<file path="src/hdl/stoc_pkg.sv">
// shared types and constants of the seismic trace offset calculator
`timescale 1ns / 1ps

package stoc_pkg;

    localparam int COORD_W      = 16;
    localparam int STEP_W       = 16;
    localparam int COUNT_W      = 16;
    localparam int DATA_BYTES_W = 18;
    localparam int SLOT_W       = 19;
    localparam int INDEX_W      = 32;
    localparam int OFFSET_W     = 51;
    localparam int CFG_INDEX_W  = 3;
    localparam int CFG_DATA_W   = 32;
    localparam int DIV_STAGES   = 16;

    localparam logic [OFFSET_W-1:0] FILE_HEADER_BYTES  = 51'd3600;
    localparam logic [OFFSET_W-1:0] TRACE_HEADER_BYTES = 51'd240;
    localparam logic [OFFSET_W-1:0] DATA_BASE_BYTES    = FILE_HEADER_BYTES + TRACE_HEADER_BYTES;
    localparam logic [SLOT_W-1:0]   SLOT_HEADER_BYTES  = 19'd240;

    typedef enum logic [CFG_INDEX_W-1:0] {
        REG_INLINE_BOUNDS     = 3'd0,
        REG_CROSSLINE_BOUNDS  = 3'd1,
        REG_PRIMARY_STEP      = 3'd2,
        REG_SECONDARY_STEP    = 3'd3,
        REG_INLINE_COUNT      = 3'd4,
        REG_CROSSLINE_COUNT   = 3'd5,
        REG_INLINE_IS_PRIMARY = 3'd6,
        REG_TRACE_DATA_BYTES  = 3'd7
    } reg_idx_t;

    typedef struct packed {
        logic signed [COORD_W-1:0] il_min;
        logic signed [COORD_W-1:0] il_max;
        logic signed [COORD_W-1:0] xl_min;
        logic signed [COORD_W-1:0] xl_max;
        logic [STEP_W-1:0]         primary_step;
        logic [STEP_W-1:0]         secondary_step;
        logic [COUNT_W-1:0]        inline_count;
        logic [COUNT_W-1:0]        crossline_count;
        logic                      inline_is_primary;
        logic [DATA_BYTES_W-1:0]   trace_data_bytes;
        logic [INDEX_W-1:0]        grid_total;
    } cfg_t;

    typedef struct packed {
        logic               ok;
        logic [COORD_W-1:0] major_num;
        logic [COORD_W-1:0] minor_num;
    } front_t;

    typedef struct packed {
        logic [STEP_W-1:0]  rem;
        logic [COORD_W-1:0] acc;
    } lane_t;

    typedef struct packed {
        logic               ok;
        logic [COORD_W-1:0] major_q;
        logic [COORD_W-1:0] minor_q;
    } quot_t;

    typedef struct packed {
        logic                valid_res;
        logic [INDEX_W-1:0]  trace_index;
        logic [OFFSET_W-1:0] header_offset;
        logic [OFFSET_W-1:0] data_offset;
    } result_t;

endpackage

</file>
<file path="src/hdl/stoc_front.sv">
// bounds check and axis selection stage
`timescale 1ns / 1ps

module stoc_front import stoc_pkg::*;
(
    input  logic                      clk,
    input  logic                      rst_n,
    input  logic                      en,
    input  logic                      in_valid,
    input  logic signed [COORD_W-1:0] inline_number,
    input  logic signed [COORD_W-1:0] crossline_number,
    input  cfg_t                      cfg,
    output logic                      out_valid,
    output front_t                    out_data
);

    logic               valid_reg;
    front_t             data_reg;
    front_t             data_next;
    logic               in_bounds;
    logic               step_ok;
    logic [COORD_W-1:0] il_off;
    logic [COORD_W-1:0] xl_off;

    always_comb
    begin
        in_bounds = ($signed(inline_number) >= $signed(cfg.il_min))
                 && ($signed(inline_number) <= $signed(cfg.il_max))
                 && ($signed(crossline_number) >= $signed(cfg.xl_min))
                 && ($signed(crossline_number) <= $signed(cfg.xl_max));
        step_ok   = (cfg.primary_step != '0) && (cfg.secondary_step != '0);
        // in bounds the distance is 0..65535, so 16 bits hold it exactly
        il_off    = inline_number - cfg.il_min;
        xl_off    = crossline_number - cfg.xl_min;
        data_next.ok        = in_bounds && step_ok;
        data_next.major_num = cfg.inline_is_primary ? il_off : xl_off;
        data_next.minor_num = cfg.inline_is_primary ? xl_off : il_off;
    end

    always_ff @(posedge clk or negedge rst_n)
    begin
        if (!rst_n)
        begin
            valid_reg <= 1'b0;
        end
        else if (en)
        begin
            valid_reg <= in_valid;
        end
    end

    always_ff @(posedge clk)
    begin
        if (en)
        begin
            data_reg <= data_next;
        end
    end

    assign out_valid = valid_reg;
    assign out_data  = data_reg;

endmodule

</file>
<file path="config.mk">
export PLATFORM = sky130hd
export DESIGN_NAME = stoc_front
export DESIGN_NICKNAME = d
export VERILOG_FILES = /design/src/hdl/stoc_pkg.sv /design/src/hdl/stoc_front.sv
export SDC_FILE = /design/constraint.sdc
export NUM_CORES = 1
export LEC_CHECK = 0
export BUFFER_PORTS_ARGS = -buffer_cell sky130_fd_sc_hd__buf_2
export CELL_PAD_IN_SITES_DETAIL_PLACEMENT = 0
export CELL_PAD_IN_SITES_GLOBAL_PLACEMENT = 2
export CORE_ASPECT_RATIO = 1.1
export CORE_MARGIN = 3
export CORE_UTILIZATION = 24
export CTS_CLUSTER_SIZE = 28
export DETAILED_ROUTE_END_ITERATION = 16
export PLACE_DENSITY = 0.94
export REMOVE_ABC_BUFFERS = 1
export SETUP_SLACK_MARGIN = 0.2
export SYNTH_ARGS = -nofsm -noshare
export SYNTH_HDL_FRONTEND = slang
export SYNTH_SLANG_ARGS = --single-unit
</file>
<file path="constraint.sdc">
create_clock -name clk -period 2.2 [get_ports clk]
set_clock_uncertainty 0.15 [all_clocks]
set_input_delay 0.33 -clock clk [delete_from_list [all_inputs] [get_ports clk]]
set_output_delay 0.33 -clock clk [all_outputs]
set_load 0.01 [all_outputs]
</file>
* Yosys cells after proc, flatten, opt, wreduce, memory -nomap -nowiden
Index checks and enable logic that the tools add are counted.
** Word-level totals
- Flip-flop bits (word level) :: 34
- Bits in latches :: 0
- Memory bits (writable) :: 0
- Memory bits (read-only) :: 0
- Output and inout port bits :: 34
- Memories kept :: 0
** Operators by class
- Add/sub/neg operators :: 2
- $mul :: 0
- Divide/modulo/power cells :: 0
- Order comparisons :: 4
- Equal/unequal tests :: 0
- Shift-type cells :: 0
- Mux-type cells :: 2
- Bitwise gates (word level) :: 0
- Reductions and logical operators :: 7
** Operator list (number)
- >= comparator 16 bit :: 2
- less-or-equal comparator 16 bit :: 2
- two-way mux 16 bit :: 2
- nonzero test 16 bit :: 2
- subtractor 16 bit :: 2
- logical AND 1 bit :: 5

* Depth between registers and ports, before layout
- Depth in word-level cells :: 5
- Gate-level depth with buffers :: 11
- Depth with buffers taken out :: 11

* Least setup slack after synthesis
OpenSTA, ideal clock, no wires.
- Path kind :: input to register
- Start point :: input port crossline_number[0]
- End point :: register data_reg (netlist bit out_data[14]) (data pin)
- Arrival :: 2310 ps
- Data required time :: 1790 ps
- Path slack :: -520 ps
- Stages :: 11
- Cell sequence :: inv_1 -> ha_1 -> inv_1 -> fa_1 -> a21oi_1 -> nor2_1 -> nor4b_1 -> o21ai_1 -> a221o_1 -> xor2_1 -> mux2_2
** RTL lines
- start: declaration :: RTL line stoc_front.sv:11 : input logic signed [COORD_W-1:0] crossline_number,
- end signal: assignment :: RTL line stoc_front.sv:56 : data_reg <= data_next;
- end: declaration :: RTL line stoc_front.sv:18 : front_t data_reg;

==> summary.txt <==
Power
  • Internal power: 1.99 mW
  • Sequential share of power: between 30% and 40%
  • Gate power share: 47.5%
  • Sw Ratio: 31.8%
  • Net switching power: about 930 uW
  • Max rail drop VDD: 312 uV
  • Clock power share: approximately 22%
  • Power Dens Cells: 481 mW/mm^2
  • P_leak: 3.14 nW

Worst setup path
  • Critical path required time: approximately 2100 ps
  • Crit-path max cell delay: 360 ps
  • Critical path class: in -> reg
  • Max FO, Critical Path: 2
  • CP Launch Type: input port
  • Arr. time, crit path: approximately 2400 ps
  • CP Cell Sequence: buf_6 -> inv_4 -> ha_4 -> inv_2 -> fa_2 -> a21oi_4 -> nor2_2 -> nor4b_4 -> o21ai_2 -> a221o_1 -> xor2_1 -> mux2_4
  • CP max-delay cell: fa_2
  • CP endpoint kind: flop

Synth
  • Synth Flop Type: edfxtp_1
  • Ys async rst share: approximately 3%
  • Synth Warn #: 0
  • #FFs+latches synth: 34
  • Avg Inst Size Synth: 8.63 sq um
  • EDFF count, synth: 33
  • Post-synthesis cell type count: 52
  • Syn Inst Count: 445
  • Seq/Total Area, Yosys: 26.5%
  • Mapped cell area: 0.00384 sq mm

Drt
  • Vias: 4138
  • DR top layer: met4
  • DRC viols: 0
  • Initial DRC Count: 202
  • Post-route ant nets: 0
  • Wl on met1: 4730 microns
  • WL/cell: 12.9 microns
  • 1st-pass router iterations: 4
  • Final WL: 11800 microns
  • Vias per cell: between 4 and 5
  • Met2 Wirelength: 6060 microns
  • Met3 WL: ~1000 microns

Timing
  • Final Hold Slack: approximately 150 ps
  • Max-slew headroom: 63.1%
  • Fmax achieved: just under 400 MHz
  • Tmin final: between 2000 and 3000 ps
  • Crit share post-route: 115%
  • Final Hold Vio Count: 0
  • Worst-margin pin slew: 553 ps
  • Worst Slack Setup Final: -331 ps
  • Finish-stage setup viols: 16
  • RSZ-0062 raised after global routing: yes
  • Slew Viols, Final: 0

Outcome
  • Failing checks: setup timing
  • Status: finished with violations

Place
  • Final HPWL DP: 10400 microns
  • Gpl congestion: 0.813
  • DP Cell Count: 907
  • Port Buffer Count: 166
  • Post-DP Area: 0.00569 sq mm

Job
  • Maxcap violations: 0

Finish
  • Commonest non-fill, non-tap cell in the layout: buf_2
  • Layout cells sized above 1: between 40% and 50%
  • Final #Nets: 1005
  • P&R area growth vs syn: 57.7%
  • Design area: 0.00605 sq mm
  • Post-Layout Cell Count: 921
  • Antenna diode count: 0
  • Commonest non-fill, non-tap cells in the layout: 165 x buf_2, 109 x buf_4, 69 x inv_1

GRT
  • Vias in the first global route: around 4200
  • All-layer global routing usage: 13.1%
  • Initial antenna violation count: 0
  • Largest net degree at the start of global routing: 34
  • First-pass GRT wire length: 19000 microns
  • GRT overflow: 0

Clock network
  • H-Tree Depth: 2
  • Worst-case clock buffer depth: 2
  • Number of CTS-inserted buffers: 5
  • Worst skew pair latency: 260 ps
  • Clock sinks: 34
  • CTS tree: built
  • Reg clk slew, reported paths: about 60 ps
  • Clk root buf: clkbuf_16

Floorplanning
  • Die W: 127 microns
  • Top-level I/O count: 249
  • Die Area: 0.0175 sq mm
  • Core region area: 0.0153 sq mm
  • Die height: 139 microns
  • Row count: 47
  • Initial Util: 25.0%

Min path
  • Hold Crit Class: in -> reg
## worst max-delay path: cells and delay by family
family                     cells  cell delay, ps
adders and majority gates      2             480
buffers and inverters          3             190
muxes                          1             270
xor gates and xnor gates       1             160
AOI/OAI and AO/OA              3             600
and+or+nand+nor                2             380
## cells in the mapped netlist (5+ instances only)
library cell / n / area share, %
o21bai_1: 6 / 1.2
xor2_1: 12 / 2.7
nand3_1: 10 / 1.3
a21oi_1: 33 / 4.3
a21o_1: 8 / 1.6
nand4_1: 11 / 1.8
ha_1: 64 / 21
o21ai_0: 26 / 3.4
inv_1: 73 / 7.1
o21a_1: 5 / 0.98
edfxtp_1: 33 / 26
mux2_2: 11 / 3.2
nor4_1: 11 / 1.8
mux2i_1: 6 / 1.6
nand2_1: 42 / 4.1
nor2b_1: 8 / 1.3
xnor2_1: 14 / 3.2
nor2_1: 18 / 1.8
## stage by stage
step | util, % | worst slack [ps] | setup TNS (ps) | total power [mW]
after floorplan | - | -520 | -3980 | 1.56
after global placement | 37.1 | -890 | -11430 | 2.20
after detailed placement | 37.1 | -939 | -11920 | 2.21
after CTS | 39.1 | -445 | -3530 | 2.93
after global routing | 39.4 | -440 | -4890 | 3.15
final | 39.4 | -331 | -3060 | 2.91
## power groups by stage
stage	clock, mW	combinational (mW)	sequential [mW]
after floorplan	0	0.615	0.946
after global placement	0	1.30	0.893
after detailed placement	0	1.32	0.893
after CTS	0.660	1.38	0.885
after global routing	0.699	1.55	0.895
final	0.644	1.38	0.885
## path summary, 6_finish.rpt
check                                      start                endpoint  slack, ps  depth (start not counted)
min reg2reg                out_valid$_DFFE_PN0P_   out_valid$_DFFE_PN0P_        350                          1
max in group asynchronous                  rst_n   out_valid$_DFFE_PN0P_       1600                          2
max reg2reg                out_valid$_DFFE_PN0P_   out_valid$_DFFE_PN0P_       1320                          1
min                                     in_valid   out_valid$_DFFE_PN0P_        150                          2
max                          crossline_number[0]  out_data[14]$_DFFE_PP_       -330                         12
min in group asynchronous                  rst_n   out_valid$_DFFE_PN0P_        220                          2
## routing by layer
metal  vias up  global-route usage [%]
met5         -                       0
met4         0                   0.903
met3         4                    4.28
met2       107                    23.9
met1      1875                    15.6
li1       2152                       -
## cell type report
| type | count | area (sq um) |
|---|---|---|
| Inverter | 73 | 277 |
| Multi-Input combinational cell | 332 | 2690 |
| Timing Repair Buffer | 278 | 1690 |
| Clock buffer | 8 | 136 |
| Sequential cell | 34 | 1020 |
| Fill cell | 1613 | 9300 |
| Tap cell | 196 | 245 |
## registers in the layout (all words and copies together), names as in the netlist
name / cells
out_data: 33
out_valid: 1
## kinds of logic after synthesis
group | share of synthesized area [%]
AOI/OAI and AO/OA | 17.8
xor gates and xnor gates | 5.93
adders and majority gates | 21.9
buffers and inverters | 7.76
DFF | 26.5
muxes | 4.79
and+or+nand+nor | 15.3
## timing repair
item	CTS	global route
gates resized for setup	37	6
buffers inserted	2	3
hold buffers	1	0
hold endpoints to repair	1	0
pin swaps	19	9
endpoints found under the setup margin	24	23
Note: power is estimated with default switching activity, not from simulation.
