[src/hdl/stoc_pkg.sv]
// shared types and constants of the seismic trace offset calculator
`timescale 1ns / 1ps

package stoc_pkg;

    localparam int COORD_W      = 16;
    localparam int STEP_W       = 16;
    localparam int COUNT_W      = 16;
    localparam int DATA_BYTES_W = 18;
    localparam int SLOT_W       = 19;
    localparam int INDEX_W      = 32;
    localparam int OFFSET_W     = 51;
    localparam int CFG_INDEX_W  = 3;
    localparam int CFG_DATA_W   = 32;
    localparam int DIV_STAGES   = 16;

    localparam logic [OFFSET_W-1:0] FILE_HEADER_BYTES  = 51'd3600;
    localparam logic [OFFSET_W-1:0] TRACE_HEADER_BYTES = 51'd240;
    localparam logic [OFFSET_W-1:0] DATA_BASE_BYTES    = FILE_HEADER_BYTES + TRACE_HEADER_BYTES;
    localparam logic [SLOT_W-1:0]   SLOT_HEADER_BYTES  = 19'd240;

    typedef enum logic [CFG_INDEX_W-1:0] {
        REG_INLINE_BOUNDS     = 3'd0,
        REG_CROSSLINE_BOUNDS  = 3'd1,
        REG_PRIMARY_STEP      = 3'd2,
        REG_SECONDARY_STEP    = 3'd3,
        REG_INLINE_COUNT      = 3'd4,
        REG_CROSSLINE_COUNT   = 3'd5,
        REG_INLINE_IS_PRIMARY = 3'd6,
        REG_TRACE_DATA_BYTES  = 3'd7
    } reg_idx_t;

    typedef struct packed {
        logic signed [COORD_W-1:0] il_min;
        logic signed [COORD_W-1:0] il_max;
        logic signed [COORD_W-1:0] xl_min;
        logic signed [COORD_W-1:0] xl_max;
        logic [STEP_W-1:0]         primary_step;
        logic [STEP_W-1:0]         secondary_step;
        logic [COUNT_W-1:0]        inline_count;
        logic [COUNT_W-1:0]        crossline_count;
        logic                      inline_is_primary;
        logic [DATA_BYTES_W-1:0]   trace_data_bytes;
        logic [INDEX_W-1:0]        grid_total;
    } cfg_t;

    typedef struct packed {
        logic               ok;
        logic [COORD_W-1:0] major_num;
        logic [COORD_W-1:0] minor_num;
    } front_t;

    typedef struct packed {
        logic [STEP_W-1:0]  rem;
        logic [COORD_W-1:0] acc;
    } lane_t;

    typedef struct packed {
        logic               ok;
        logic [COORD_W-1:0] major_q;
        logic [COORD_W-1:0] minor_q;
    } quot_t;

    typedef struct packed {
        logic                valid_res;
        logic [INDEX_W-1:0]  trace_index;
        logic [OFFSET_W-1:0] header_offset;
        logic [OFFSET_W-1:0] data_offset;
    } result_t;

endpackage

[src/hdl/stoc_divider.sv]
// two-lane restoring divider, one quotient bit per stage
`timescale 1ns / 1ps

module stoc_divider import stoc_pkg::*;
(
    input  logic   clk,
    input  logic   rst_n,
    input  logic   en,
    input  logic   in_valid,
    input  front_t in_data,
    input  cfg_t   cfg,
    output logic   out_valid,
    output quot_t  out_data
);

    logic  vld_reg  [DIV_STAGES];
    logic  vld_next [DIV_STAGES];
    logic  ok_reg   [DIV_STAGES];
    logic  ok_next  [DIV_STAGES];
    lane_t maj_reg  [DIV_STAGES];
    lane_t maj_next [DIV_STAGES];
    lane_t min_reg  [DIV_STAGES];
    lane_t min_next [DIV_STAGES];

    function automatic lane_t div_step(input lane_t cur, input logic [STEP_W-1:0] d);
        logic [STEP_W:0] sh;
        logic            ge;
        lane_t           r;
        sh     = {cur.rem, cur.acc[COORD_W-1]};
        ge     = (sh >= {1'b0, d});
        r.rem  = ge ? STEP_W'(sh - {1'b0, d}) : sh[STEP_W-1:0];
        r.acc  = {cur.acc[COORD_W-2:0], ge};
        return r;
    endfunction

    always_comb
    begin
        vld_next[0] = in_valid;
        ok_next[0]  = in_data.ok;
        maj_next[0] = div_step('{rem: '0, acc: in_data.major_num}, cfg.primary_step);
        min_next[0] = div_step('{rem: '0, acc: in_data.minor_num}, cfg.secondary_step);
        for (int k = 1; k < DIV_STAGES; k++)
        begin
            vld_next[k] = vld_reg[k-1];
            ok_next[k]  = ok_reg[k-1];
            maj_next[k] = div_step(maj_reg[k-1], cfg.primary_step);
            min_next[k] = div_step(min_reg[k-1], cfg.secondary_step);
        end
    end

    always_ff @(posedge clk or negedge rst_n)
    begin
        if (!rst_n)
        begin
            for (int k = 0; k < DIV_STAGES; k++)
            begin
                vld_reg[k] <= 1'b0;
            end
        end
        else if (en)
        begin
            for (int k = 0; k < DIV_STAGES; k++)
            begin
                vld_reg[k] <= vld_next[k];
            end
        end
    end

    always_ff @(posedge clk)
    begin
        if (en)
        begin
            for (int k = 0; k < DIV_STAGES; k++)
            begin
                ok_reg[k]  <= ok_next[k];
                maj_reg[k] <= maj_next[k];
                min_reg[k] <= min_next[k];
            end
        end
    end

    assign out_valid        = vld_reg[DIV_STAGES-1];
    assign out_data.ok      = ok_reg[DIV_STAGES-1];
    assign out_data.major_q = maj_reg[DIV_STAGES-1].acc;
    assign out_data.minor_q = min_reg[DIV_STAGES-1].acc;

endmodule

[config.mk]
export PLATFORM = sky130hd
export DESIGN_NAME = stoc_divider
export DESIGN_NICKNAME = d
export VERILOG_FILES = /design/src/hdl/stoc_pkg.sv /design/src/hdl/stoc_divider.sv
export SDC_FILE = /design/constraint.sdc
export NUM_CORES = 2
export LEC_CHECK = 0
export ABC_AREA = 1
export ABC_CLOCK_PERIOD_IN_PS = 6000
export BUFFER_PORTS_ARGS = -buffer_cell sky130_fd_sc_hd__buf_4
export CAP_MARGIN = 20
export CORE_MARGIN = 5
export CORE_UTILIZATION = 40
export CTS_BUF_LIST = sky130_fd_sc_hd__clkbuf_8
export CTS_CLUSTER_DIAMETER = 150
export DETAILED_ROUTE_END_ITERATION = 16
export PLACE_DENSITY_LB_ADDON = 0.3
export SLEW_MARGIN = 20
export SYNTH_ARGS = -nofsm -noshare
export SYNTH_HDL_FRONTEND = slang
export SYNTH_SLANG_ARGS = --single-unit
[constraint.sdc]
create_clock -name clk -period 6 [get_ports clk]
set_clock_uncertainty 0.05 [all_clocks]
set_input_delay 1.2 -clock clk [delete_from_list [all_inputs] [get_ports clk]]
set_output_delay 1.2 -clock clk [all_outputs]
set_load 0.01 [all_outputs]
**Yosys cells after proc, flatten, opt, wreduce, memory -nomap -nowiden**

Memories as Yosys holds them, arrays and structs flattened.
Cells that the tools add are included.
Widths: inputs -> output; s select.

- Bits in writable memories: 1,040
- Register bits after elaboration: 16
- Logic and storage cells: 117
- Memories: 3
- Output and inout bits: 34

- Add/subtract/negate cells: 32
- Magnitude comparators: 32
- Muxes and demuxes: 34

Memory list:

| name | depth | width | read ports | clocked after Yosys merged registers in | wr ports | RTL line | RTL |
|---|---|---|---|---|---|---|---|
| maj_reg | 16 | 32 | 16 | 0 | 16 | stoc_divider.sv:20 | `lane_t maj_reg [DIV_STAGES];` |
| min_reg | 16 | 32 | 16 | 0 | 16 | stoc_divider.sv:22 | `lane_t min_reg [DIV_STAGES];` |
| ok_reg | 16 | 1 | 16 | 0 | 16 | stoc_divider.sv:18 | `logic ok_reg [DIV_STAGES];` |

Operators by type and width:

| kind | count |
|---|---|
| $mux 16 | 32 |
| $ge 17x16->1 | 30 |
| $sub 16x16->16 | 30 |
| $ge 1x16->1 | 2 |
| $sub 1x16->16 | 2 |
| $mux 1 | 2 |

**Longest topological paths before layout**

- Word-level depth: 2
- Depth in mapped cells: 15
- Mapped depth without buffers: 13

**Worst setup path after synthesis**

OpenSTA, ideal clock, no wires.

- Path type: input to register
- From: input port cfg[102] (netlist name)
- To: memory maj_reg[1][88] (netlist name), data pin
- Library setup time: 252 ps
- Required time: 5,698 ps
- Stages on the path: 14
- Slack: 2,893 ps
- Arrival: 2,805 ps
- Path buffers: 2
- Cell sequence: inv_1 ha_1 nand2_1 inv_1 nand2_1 nand2_1 nand2_1 nand3_1 nand2_1 nand2_2 buf_6 buf_8 nand2_1 nand2_1

RTL lines:

| what | RTL line | RTL |
|---|---|---|
| start: declaration | stoc_divider.sv:11 | `input cfg_t cfg,` |
| end: declaration | stoc_divider.sv:20 |  |

==> insert_results.sql <==
INSERT INTO impl_metrics (metric_group, metric, value, unit) VALUES
('synth', 'synth_xor_xnor_area_share', '2.22', '%'),
('status', 'run_status', 'finished clean', ''),
('synth', 'synthesis.instances', '8690', ''),
('route', 'detail_route.wirelength', '183000', 'um'),
('placement', 'place.gp.congestion', '0.914', ''),
('sta', 'timing.setup.tns', '0', 'ps'),
('clock_tree', 'cts_inserted_buffers', '186', ''),
('synth', 'synth_adder_area_share', '9.59', '%'),
('worst_setup_path', 'path_depth', '12', ''),
('worst_setup_path', 'worstPathBufferInverterCount', '3', ''),
('synth', 'synth.largest_area_cell', 'sky130_fd_sc_hd__edfxtp_1', ''),
('placement', 'placement.setup.worst_slack', '1460', 'ps'),
('worst_setup_path', 'crit_arrival', '4250', 'ps'),
('power', 'seq_power_share', '33.2', '%'),
('global_route', 'groute.usage.overall', '19.9', '%'),
('placement', 'post-dp-hpwl', '132000', 'um'),
('worst_setup_path', 'worstSetupStartpoint', 'cfg[100]', ''),
('sta', 'setup_violations', '0', ''),
('synth', 'synth_top_cells_by_count', 'sky130_fd_sc_hd__nand2_1 (3447), sky130_fd_sc_hd__inv_1 (1396), sky130_fd_sc_hd__edfxtp_1 (1008)', ''),
('sta', 'fmaxAchievable', '274', 'MHz'),
('worst_setup_path', 'cp-end-kind', 'flip-flop', ''),
('floorplanning', 'ios', '250', ''),
('floorplanning', 'core.rowCount', '152', ''),
('placement', 'dpl-instance-area', '72100', 'um2'),
('global_route', 'met3_usage', '2.72', '%'),
('global_route', 'global_route.usage.met2', '31.7', '%'),
('global_route', 'gr-usage-met1', '27.9', '%'),
('worst_setup_path', 'timing.critical_path.cells', 'buf_4 > inv_1 > buf_4 > ha_1 > nand3_1 > nor2_1 > nand3_1 > nand2_1 > nor2_4 > nand2_4 > nand2_1 > nand2_1', ''),
('finish', 'multi_input_comb_area', '32000', 'um2'),
('global_route', 'first_global_vias', '52854', ''),
('floorplanning', 'die_area', '181000', 'um2'),
('worst_setup_path', 'highest_cell_delay_on_the_worst_timing_path', '450', 'ps'),
('placement', 'io_buffer_count', '102', ''),
('finish', 'nets', '9626', ''),
('synth', 'dominant_combinational_cell_family_by_area_after_synthesis', 'simple AND/OR/NAND/NOR gates', ''),
('sta', 'hold_viol_final', '0', ''),
('sta', 'worst_slack', '2350', 'ps'),
('min_path', 'worst_hold_startpoint', 'maj_reg[1][9]$_DFFE_PP_', ''),
('synth', 'synth_mux_area_share', '0', '%'),
('worst_setup_path', 'critPathKind', 'primary input to flip-flop', ''),
('worst_setup_path', 'worst_ep_required_time', '6600', 'ps'),
('synth', 'synth_async_sr_flop_share', '1.56', '%'),
('power', 'total_switching_power', '0.0153', 'W'),
('global_route', 'global_route_wire_length_before_repair', '288000', 'um'),
('worst_setup_path', 'setup_slack_of_the_worst_register_to_register_path', '3250', 'ps'),
('power', 'ir_worst_vdd', '0.292', 'mV'),
('finish', 'fill_cells', '17190', ''),
('synth', 'synth_simple_gate_area_share', '31.6', '%'),
('sta', 'transition_time_at_the_pin_with_the_least_slew_margin', '1140', 'ps'),
('worst_setup_path', 'cpLargestDelayFamily', 'buffers and inverters', ''),
('floorplanning', 'die_w', '425', 'um'),
('worst_setup_path', 'critPathMostFrequentCell', 'sky130_fd_sc_hd__nand2_1', ''),
('sta', 'unrepaired_setup_endpoints_after_global_routing', 'no', ''),
('synth', 'synthMostInstantiatedCell', 'sky130_fd_sc_hd__nand2_1', ''),
('clock_tree', 'worst_skew_late_latency', '940', 'ps'),
('sta', 'post-route-min-period', '3650', 'ps'),
('route', 'detail_route.iter0.violations', '4226', ''),
('floorplanning', 'core_area', '172000', 'um2'),
('clock_tree', 'post_cts_resized', '0', ''),
('power', 'p_clk_share', '19.2', '%'),
('synth', 'netlist_area_before_placement', '69000', 'um2'),
('finish', 'regArea', '30700', 'um2'),
('worst_setup_path', 'crit_path_start_kind', 'primary input', ''),
('power', 'power_per_cell_area', '461', 'nW/um2'),
('clock_tree', 'cts_max_path_buffers', '3', ''),
('min_path', 'hold_path_class', 'flip-flop to flip-flop', ''),
('synth', 'proportion_of_synthesized_chip_area_in_sequential_cells', '44.4', '%'),
('synth', 'synthesis_stage_register_bit_count', '1024', ''),
('worst_setup_path', 'crit_path_max_fanout', '17', ''),
('synth', 'synthDistinctLibCells', '47', ''),
('synth', 'synth-edff-count', '1008', '');
-- worst min-delay path by stage --
stage | to | slack, ps | cells after the start
detailed placement | maj_reg[0][133]$_DFFE_PP_ | 350 | 0
floorplan | maj_reg[0][100]$_DFFE_PP_ | 350 | 0
global route | min_reg[0][4]$_DFFE_PP_ | 310 | 1
global placement | min_reg[1][197]$_DFFE_PP_ | 350 | 0
finish | maj_reg[1][42]$_DFFE_PP_ | 340 | 0
CTS | maj_reg[0][10]$_DFFE_PP_ | 250 | 1
-- power by group through the flow --
stage	registers (W)	clock network (W)	logic, W
2_1_floorplan	0.0111	0	0.0129
3_3_place_gp	0.0117	0	0.0163
3_5_place_dp	0.0117	0	0.0165
4_1_cts	0.0116	0.00698	0.0166
5_1_grt	0.0117	0.00731	0.0190
6_report	0.0116	0.00670	0.0167
-- layout by cell type (no fill, tap or decap), types with 28 or more instances in the layout --
cell type                  instances
sky130_fd_sc_hd__clkbuf_8        187
sky130_fd_sc_hd__nor2_2           28
sky130_fd_sc_hd__nand3_1         746
sky130_fd_sc_hd__nand4_1         130
sky130_fd_sc_hd__clkinv_2         36
sky130_fd_sc_hd__edfxtp_1       1008
sky130_fd_sc_hd__inv_1          1437
sky130_fd_sc_hd__nor2_1          352
sky130_fd_sc_hd__ha_1            484
sky130_fd_sc_hd__fa_1             28
sky130_fd_sc_hd__nor3_1           85
sky130_fd_sc_hd__xnor2_1          39
sky130_fd_sc_hd__xor2_1          136
sky130_fd_sc_hd__nand3b_1         60
sky130_fd_sc_hd__a21oi_1         274
sky130_fd_sc_hd__nand2_1        3447
sky130_fd_sc_hd__nand2_4          30
sky130_fd_sc_hd__buf_4           147
sky130_fd_sc_hd__nand3_2          29
sky130_fd_sc_hd__clkinv_1         42
sky130_fd_sc_hd__nand2_2          57
-- cell type report --
class / count / share of cell area (%)
clock buffers: 187 / 3.39
multi-input cells: 6117 / 42.1
well taps: 2310 / 3.81
repair buffers: 157 / 1.71
inverters: 1412 / 6.99
clock inverters: 155 / 1.50
flip-flops and latches: 1024 / 40.4
diodes: 3 / 0.00990
-- metrics by stage --
step / instances / util, %
finish: 11365 / 44.2
global placement: 11018 / 42.0
floorplan: 8690 / -
global route: 11363 / 44.2
detailed placement: 11019 / 42.0
CTS: 11362 / 44.2
-- layer usage --
metal / wire length [um] / up-vias
li1: - / 28423
met1: 86400 / 25727
met2: 81200 / 1347
met3: 9080 / 323
met4: 6280 / 0
met5: 0 / -
-- cell families (layout without fill, tap and decap cells) --
| logic type | count (synthesis) | count (layout) |
|---|---|---|
| AND/OR/NAND/NOR | 5070 | 5070 |
| buffers and inverters | 1549 | 1911 |
| flip-flops | 1024 | 1024 |
| adder cells (fa/ha/maj) | 512 | 512 |
| AO/OA/AOI/OAI | 360 | 360 |
| XOR/XNOR | 175 | 175 |
| other | 0 | 3 |
(Power assumes the default switching activity.)
