**config.mk**
```make
export PLATFORM = sky130hd
export DESIGN_NAME = stoc_back
export DESIGN_NICKNAME = d
export VERILOG_FILES = /design/src/hdl/stoc_pkg.sv /design/src/hdl/stoc_back.sv
export SDC_FILE = /design/constraint.sdc
export NUM_CORES = 2
export LEC_CHECK = 0
export BUFFER_PORTS_ARGS = -buffer_cell sky130_fd_sc_hd__buf_2
export CORE_AREA = 3 3 252 254
export DETAILED_ROUTE_END_ITERATION = 6
export DIE_AREA = 0 0 255 257
export PLACE_DENSITY = 0.89
export RECOVER_POWER = 25
export SYNTH_ARGS = -nofsm -noshare
export SYNTH_HDL_FRONTEND = slang
export SYNTH_SLANG_ARGS = --single-unit
```
**constraint.sdc**
```tcl
create_clock -name clk -period 16.93 [get_ports clk]
set_clock_uncertainty 0.1 [all_clocks]
set_input_delay 2.5395 -clock clk [delete_from_list [all_inputs] [get_ports clk]]
set_output_delay 2.5395 -clock clk [all_outputs]
set_load 0.01 [all_outputs]
```
**src/hdl/stoc_pkg.sv**
```systemverilog
// shared types and constants of the seismic trace offset calculator
`timescale 1ns / 1ps

package stoc_pkg;

    localparam int COORD_W      = 16;
    localparam int STEP_W       = 16;
    localparam int COUNT_W      = 16;
    localparam int DATA_BYTES_W = 18;
    localparam int SLOT_W       = 19;
    localparam int INDEX_W      = 32;
    localparam int OFFSET_W     = 51;
    localparam int CFG_INDEX_W  = 3;
    localparam int CFG_DATA_W   = 32;
    localparam int DIV_STAGES   = 16;

    localparam logic [OFFSET_W-1:0] FILE_HEADER_BYTES  = 51'd3600;
    localparam logic [OFFSET_W-1:0] TRACE_HEADER_BYTES = 51'd240;
    localparam logic [OFFSET_W-1:0] DATA_BASE_BYTES    = FILE_HEADER_BYTES + TRACE_HEADER_BYTES;
    localparam logic [SLOT_W-1:0]   SLOT_HEADER_BYTES  = 19'd240;

    typedef enum logic [CFG_INDEX_W-1:0] {
        REG_INLINE_BOUNDS     = 3'd0,
        REG_CROSSLINE_BOUNDS  = 3'd1,
        REG_PRIMARY_STEP      = 3'd2,
        REG_SECONDARY_STEP    = 3'd3,
        REG_INLINE_COUNT      = 3'd4,
        REG_CROSSLINE_COUNT   = 3'd5,
        REG_INLINE_IS_PRIMARY = 3'd6,
        REG_TRACE_DATA_BYTES  = 3'd7
    } reg_idx_t;

    typedef struct packed {
        logic signed [COORD_W-1:0] il_min;
        logic signed [COORD_W-1:0] il_max;
        logic signed [COORD_W-1:0] xl_min;
        logic signed [COORD_W-1:0] xl_max;
        logic [STEP_W-1:0]         primary_step;
        logic [STEP_W-1:0]         secondary_step;
        logic [COUNT_W-1:0]        inline_count;
        logic [COUNT_W-1:0]        crossline_count;
        logic                      inline_is_primary;
        logic [DATA_BYTES_W-1:0]   trace_data_bytes;
        logic [INDEX_W-1:0]        grid_total;
    } cfg_t;

    typedef struct packed {
        logic               ok;
        logic [COORD_W-1:0] major_num;
        logic [COORD_W-1:0] minor_num;
    } front_t;

    typedef struct packed {
        logic [STEP_W-1:0]  rem;
        logic [COORD_W-1:0] acc;
    } lane_t;

    typedef struct packed {
        logic               ok;
        logic [COORD_W-1:0] major_q;
        logic [COORD_W-1:0] minor_q;
    } quot_t;

    typedef struct packed {
        logic                valid_res;
        logic [INDEX_W-1:0]  trace_index;
        logic [OFFSET_W-1:0] header_offset;
        logic [OFFSET_W-1:0] data_offset;
    } result_t;

endpackage

```
**src/hdl/stoc_back.sv**
```systemverilog
// index combine, grid check and byte offset stages
`timescale 1ns / 1ps

module stoc_back import stoc_pkg::*;
(
    input  logic    clk,
    input  logic    rst_n,
    input  logic    en,
    input  logic    in_valid,
    input  quot_t   in_data,
    input  cfg_t    cfg,
    output logic    out_valid,
    output result_t out_data
);

    // stage b1: major times row length
    logic                b1_valid_reg;
    logic                b1_ok_reg;
    logic [INDEX_W-1:0]  b1_prod_reg;
    logic [INDEX_W-1:0]  b1_prod_next;
    logic [COORD_W-1:0]  b1_minor_reg;
    logic [COUNT_W-1:0]  row_len;

    // stage b2: linear index and grid check
    logic                b2_valid_reg;
    logic                b2_ok_reg;
    logic                b2_ok_next;
    logic [INDEX_W-1:0]  b2_idx_reg;
    logic [INDEX_W:0]    b2_sum;
    logic [SLOT_W-1:0]   b2_slot_reg;
    logic [SLOT_W-1:0]   b2_slot_next;

    // stage b3: index times slot size
    logic                b3_valid_reg;
    logic                b3_ok_reg;
    logic [INDEX_W-1:0]  b3_idx_reg;
    logic [OFFSET_W-1:0] b3_mul_reg;
    logic [OFFSET_W-1:0] b3_mul_next;

    assign row_len      = cfg.inline_is_primary ? cfg.crossline_count : cfg.inline_count;
    assign b1_prod_next = {16'b0, in_data.major_q} * {16'b0, row_len};

    assign b2_sum       = {1'b0, b1_prod_reg} + {17'b0, b1_minor_reg};
    assign b2_ok_next   = b1_ok_reg && (b2_sum < {1'b0, cfg.grid_total});
    assign b2_slot_next = {1'b0, cfg.trace_data_bytes} + SLOT_HEADER_BYTES;

    assign b3_mul_next  = OFFSET_W'(b2_idx_reg) * OFFSET_W'(b2_slot_reg);

    always_ff @(posedge clk or negedge rst_n)
    begin
        if (!rst_n)
        begin
            b1_valid_reg <= 1'b0;
            b2_valid_reg <= 1'b0;
            b3_valid_reg <= 1'b0;
        end
        else if (en)
        begin
            b1_valid_reg <= in_valid;
            b2_valid_reg <= b1_valid_reg;
            b3_valid_reg <= b2_valid_reg;
        end
    end

    always_ff @(posedge clk)
    begin
        if (en)
        begin
            b1_ok_reg    <= in_data.ok;
            b1_prod_reg  <= b1_prod_next;
            b1_minor_reg <= in_data.minor_q;
            b2_ok_reg    <= b2_ok_next;
            b2_idx_reg   <= b2_sum[INDEX_W-1:0];
            b2_slot_reg  <= b2_slot_next;
            b3_ok_reg    <= b2_ok_reg;
            b3_idx_reg   <= b2_idx_reg;
            b3_mul_reg   <= b3_mul_next;
        end
    end

    // invalid traces report zero everywhere
    always_comb
    begin
        out_data.valid_res     = b3_ok_reg;
        out_data.trace_index   = b3_ok_reg ? b3_idx_reg : '0;
        out_data.header_offset = b3_ok_reg ? (b3_mul_reg + FILE_HEADER_BYTES) : '0;
        out_data.data_offset   = b3_ok_reg ? (b3_mul_reg + DATA_BASE_BYTES) : '0;
    end

    assign out_valid = b3_valid_reg;

endmodule

```
Word level (Yosys, flattened, before mapping)
Cells that the tools add are included.
{ "word_totals": {"reg_bits": 188, "latchBits": 0, "ramBits": 0, "romBits": 0, "input_bits": 216, "out_inout_bits": 136, "word_cells": 24, "memories": 0} }
{ "op_classes": {"n_addsub": 4, "n_mul": 2, "div_mod_pow": 0, "n_lt_le_gt_ge": 1, "n_eq_ne": 0, "n_shift": 0, "muxes": 4, "bitwise_logic": 0, "n_reduce_logical": 1} }
{ "op_table": {"columns": ["op", "count"], "rows": [
  ["$add A51 B12 Y51 const B", 2],
  ["$mux W51", 2],
  ["$mul A32 B19 Y51", 1],
  ["$add A32 B16 Y33", 1],
  ["$lt A33 B32 Y1", 1],
  ["$mul A16 B16 Y32", 1],
  ["$mux W32", 1],
  ["$add A18 B8 Y19 const B", 1],
  ["$mux W16", 1],
  ["$logic_and A1 B1 Y1", 1]
]} }

Depth between registers and ports, before layout
{ "logic_depth": {"word_depth": 3, "ltp_mapped": 27, "ltp_nobuf": 23} }

Least setup slack after synthesis
No wires, ideal clock.
{ "synth_timing": {"kind": "input-to-reg", "startpoint": "in cfg[50] (netlist bit)", "endpoint": "reg b1_prod_reg[30], data pin", "setup_time_ns": 0.258, "t_arrival_ns": 8.769, "slack_ns": 7.804, "stages": 27, "n_path_buf": 4, "cell_sequence": "clkbuf_1 -> clkbuf_1 -> mux2_2 -> clkbuf_1 -> nand2_1 -> fa_1 -> inv_1 -> fa_1 -> inv_1 -> fa_1 -> inv_1 -> fa_1 -> fa_1 -> inv_1 -> fa_1 -> inv_1 -> ha_1 -> clkbuf_1 -> a21oi_1 -> o211ai_1 -> a31o_2 -> a21oi_1 -> a211o_1 -> nand3_1 -> a311o_1 -> a21oi_1 -> xnor2_1"} }
{ "synth_via": {"elab_chain_len": 2} }
{ "synth_rtl": {"columns": ["element", "line_no", "source"], "rows": [
  ["start, declared", "stoc_back.sv:11", "input cfg_t cfg,"],
  ["$mux W16", "stoc_back.sv:40", "assign row_len = cfg.inline_is_primary ? cfg.crossline_count : cfg.inline_count;"],
  ["$mul A16 B16 Y32", "stoc_back.sv:41", "assign b1_prod_next = {16'b0, in_data.major_q} * {16'b0, row_len};"],
  ["named net b1_prod_next[30]", "stoc_back.sv:20", "logic [INDEX_W-1:0] b1_prod_next;"],
  ["end signal, assigned", "stoc_back.sv:70", "b1_prod_reg <= b1_prod_next;"],
  ["end, declared", "stoc_back.sv:19", "logic [INDEX_W-1:0] b1_prod_reg;"]
]} }
The timed path passes the listed nets, and every way through them passes these cells.
A chain may end at the register's enable or synchronous reset.

Worst setup path after layout
{ "layout_timing": {"startpoint": "in cfg[50] (netlist bit)", "endpoint": "reg b1_prod_reg[25], data pin"} }
The elaborated chain is that of the path after synthesis.

==> key figures <==
Run status
  – Run status: finished with violations
  – Violated checks: max-capacitance violations, max-slew violations

Logic synthesis
  – Post-synthesis cell area: roughly 39000 um2
  – Post-Syn Nets: roughly 5400
  – Syn Inst Count: 4183
  – Number of synthesized flops with an enable pin: 185
  – Yosys reg bits: ~190
  – Synthesis warning total: 0
  – Sequential fraction of the synthesis area: 14.6%
  – Library cells used by synthesis: 78
  – Syn avg cell area: slightly above 9 um2
  – Post-synth ARST share: 1.60%
  – Post-synth top flop: edfxtp_1

Critical path
  – CP Class: in2reg
  – Endpoint class of the critical path: flip-flop
  – Worst reg2reg startpoint: b2_slot_reg[17]
  – Worst reg2reg setup slack: between 9000 and 10000 ps
  – Worst Path Required: approximately 17000 ps
  – Critical path origin: cfg[50]
  – Worst R2R End: b3_mul_reg[44]
  – CP Launch Type: input port
  – Max FO, Critical Path: 16
  – Arr. time, crit path: 8950 ps
  – R2R cell count: 19

Placement
  – DP Wirelength: 72400 um
  – GPL Wtd Cong: 0.939
  – Port bufs: 255
  – Cells after DPL: 5066

Clocking
  – Hold_buf cts: 0
  – Clk slew on worst S/H paths: about 90 ps
  – CTS buffer count: 17
  – H-tree depth: 4
  – Clock Latency Late Sink: approximately 480 ps
  – # clock sinks: 188
  – Post-CTS Setup Bufs: 0
  – PostCTS Resize Cnt: 0
  – Max clock buf depth: 2
  – CTS tree: done
  – CTS Root Cell: clkbuf_16

Layout
  – Nets: 5506
  – Largest register FFs: 51
  – Footprint of the multi-input gates: 28700 um2
  – FF+latch area: 5630 um2
  – P&R area growth vs syn: 6.03%
  – Share of layout cells above drive strength 1: 7.87%
  – Post-route insts no fill: 5103
  – Fill cell count: 4361

STA
  – Setup TNS: 0 ps
  – Setup violations, final: 0
  – Fmax achieved: around 110 MHz
  – Period utilization: about 52%
  – Pins Over Slew Limit: 60
  – Slew @ Worst Pin: 3410 ps
  – Post-route minimum period: 8830 ps
  – Hold Fails Final Rpt: 0
  – RSZ-0062 raised after global routing: no
  – Max_slew headroom: -127%

Detailed routing
  – Routed vias: between 20000 and 30000
  – Post-Route WL: approximately 97000 um
  – Avg WL per Cell: 18.9 um
  – Drt pass-1 iters: 6
  – Antenna viol nets, final: 0
  – Vias per Instance: 5.77
  – DRT iter0 DRCs: roughly 2400
  – # DRC: 0

Min path
  – WHS Path Cells: 0
  – Min-delay src: b2_ok_reg
  – Hold WC Path Type: reg2reg
  – WHS Endpoint: b3_ok_reg

Job
  – Max Cap Viol: 1

Global route
  – Vias in the first global route: 31700
  – Met1 usage: 37.1%
  – Met2 Usage GRT: 51.5%
  – Busiest grt layer: met2
  – GRT Residual Overflow: 0
  – Tot GR Track Use: 30.4%
  – Initial antenna violation count: 5
  – M3 GR Usage: 7.60%
  – First-pass GRT wire length: 158000 um
  – Largest net degree at the start of global routing: 98

Die
  – Initial Util: between 60 and 70%
  – Die area: 65500 um2
  – Core Rows: 91
  – Die width: 255 um
  – CORE AREA: slightly above 60000 um2
  – Ports: 352
  – Die height: 257 um
layout make-up:
| cell class | instances | share of cell area [%] |
|---|---|---|
| Sequential cell | 188 | 13.8 |
| Clock inverter | 15 | 0.551 |
| Tap cell | 790 | 2.42 |
| Clock buffer | 17 | 1.04 |
| Multi-Input combinational cell | 2881 | 70.1 |
| Timing Repair Buffer | 275 | 3.47 |
| Antenna cell | 5 | 0.0306 |
| Inverter | 932 | 8.56 |
placed cells by master (no fill, tap or decap), types with 4 or more instances in the layout:
cell,netlist,final
a211o_1,4,4
a211oi_1,15,15
a21boi_0,23,23
a21boi_1,4,4
a21o_1,63,63
a21oi_1,93,94
a31o_2,4,4
a31oi_1,7,7
and2_1,523,520
and3_1,31,31
and4_1,6,6
buf_2,2,248
buf_4,8,20
clkbuf_1,165,7
clkbuf_16,0,17
diode_2,0,5
edfxtp_1,185,185
fa_1,704,704
ha_1,291,291
inv_1,932,932
inv_12,0,5
mux2_2,19,19
nand2_1,558,558
nand2b_1,9,9
nand3_1,37,37
nand4_1,33,33
nor2_1,63,63
nor2b_1,12,12
nor3_1,13,13
nor4_1,4,4
o2111ai_1,6,6
o211ai_1,5,5
o21a_1,10,10
o21ai_0,60,61
o21bai_1,25,25
o22ai_1,5,5
o31ai_1,4,4
or3_1,20,20
xnor2_1,125,125
xor2_1,51,51
how the worst max path moves through the flow:
stage / to / slack [ps] / cells past startpoint
after floorplan: b1_prod_reg[30] / 7800 / 27
after global placement: b1_prod_reg[31] / 7730 / 20
after detailed placement: b1_prod_reg[31] / 7590 / 23
after CTS: b1_prod_reg[31] / 8100 / 23
after global routing: b1_prod_reg[31] / 7690 / 23
final: b1_prod_reg[25] / 8100 / 23
through the flow:
step | utilization [%] | instance area (um2) | hold slack (ps) | setup slack (ps)
floorplan | - | 38500 | 300 | 7800
global placement | 65.4 | 40200 | 304 | 7730
detailed placement | 65.4 | 40200 | 306 | 7590
CTS | 66.5 | 40900 | 325 | 8100
global route | 66.4 | 40900 | 342 | 7690
finish | 66.4 | 40900 | 324 | 8100
cell usage after synthesis (3+ instances only):
library cell / n / area [um2]
o21bai_1: 25 / 188
o21ai_1: 3 / 15.0
o31ai_1: 4 / 30.0
nand4_1: 33 / 206
ha_1: 291 / 3640
nor3_1: 13 / 65.1
nor2_1: 63 / 236
edfxtp_1: 185 / 5560
clkbuf_1: 165 / 619
a211o_1: 4 / 35.0
nor4_1: 4 / 25.0
o22ai_1: 5 / 31.3
or3_1: 20 / 125
xor2_1: 51 / 447
a21oi_2: 3 / 26.3
o2111ai_1: 6 / 52.6
dfrtp_1: 3 / 75.1
and4_1: 6 / 52.6
a21o_1: 63 / 473
a21boi_1: 4 / 30.0
a21boi_0: 23 / 173
o21ai_0: 60 / 300
mux2_2: 19 / 214
a211oi_1: 15 / 113
nor4b_1: 3 / 26.3
o211ai_1: 5 / 37.5
a21oi_1: 93 / 465
a31o_2: 4 / 35.0
or2_2: 3 / 18.8
nor2b_1: 12 / 75.1
nand3_1: 37 / 185
and3_1: 31 / 194
a41oi_1: 3 / 26.3
nand2b_1: 9 / 56.3
inv_1: 932 / 3500
a22o_1: 3 / 26.3
fa_1: 704 / 14100
buf_1: 3 / 11.3
buf_4: 8 / 60.1
o21a_1: 10 / 75.1
and2_1: 523 / 3270
nand2_1: 558 / 2090
a31oi_1: 7 / 43.8
xnor2_1: 125 / 1090
critical path, stage by stage:
cell	delay [ps]
buf_2	290
mux2_2	530
and2_1	230
fa_1	540
inv_1	60
fa_1	520
inv_1	40
ha_1	180
inv_1	60
fa_1	450
fa_1	530
fa_1	490
inv_1	40
ha_1	320
and2_1	200
and3_1	180
a211oi_1	530
nor3b_1	160
or2_2	360
a211oi_1	250
o21bai_1	100
a21oi_1	250
xnor2_1	100
kinds of logic (layout without fill, tap and decap cells):
group                      count (synthesis)  in the layout  share of synthesized area, %
and+or+nand+nor                         1333           1333                          17.7
other                                      0              5                             0
AOI/OAI and AO/OA                        357            357                          6.08
adders and majority gates                995            995                          46.0
buffers and inverters                   1114           1239                          11.0
xor gates and xnor gates                 176            176                          4.00
DFF                                      188            188                          14.6
muxes                                     20             20                         0.581
per-layer routing:
metal	part of all wire, %	vias to the layer above
li1	-	12900
met1	35	14300
met2	48	1827
met3	12	395
met4	4.5	2
met5	0.044	-
Power is left out: the tool's default activity adds up to more than one toggle a clock period on the data nets, which glitch-free logic cannot reach.
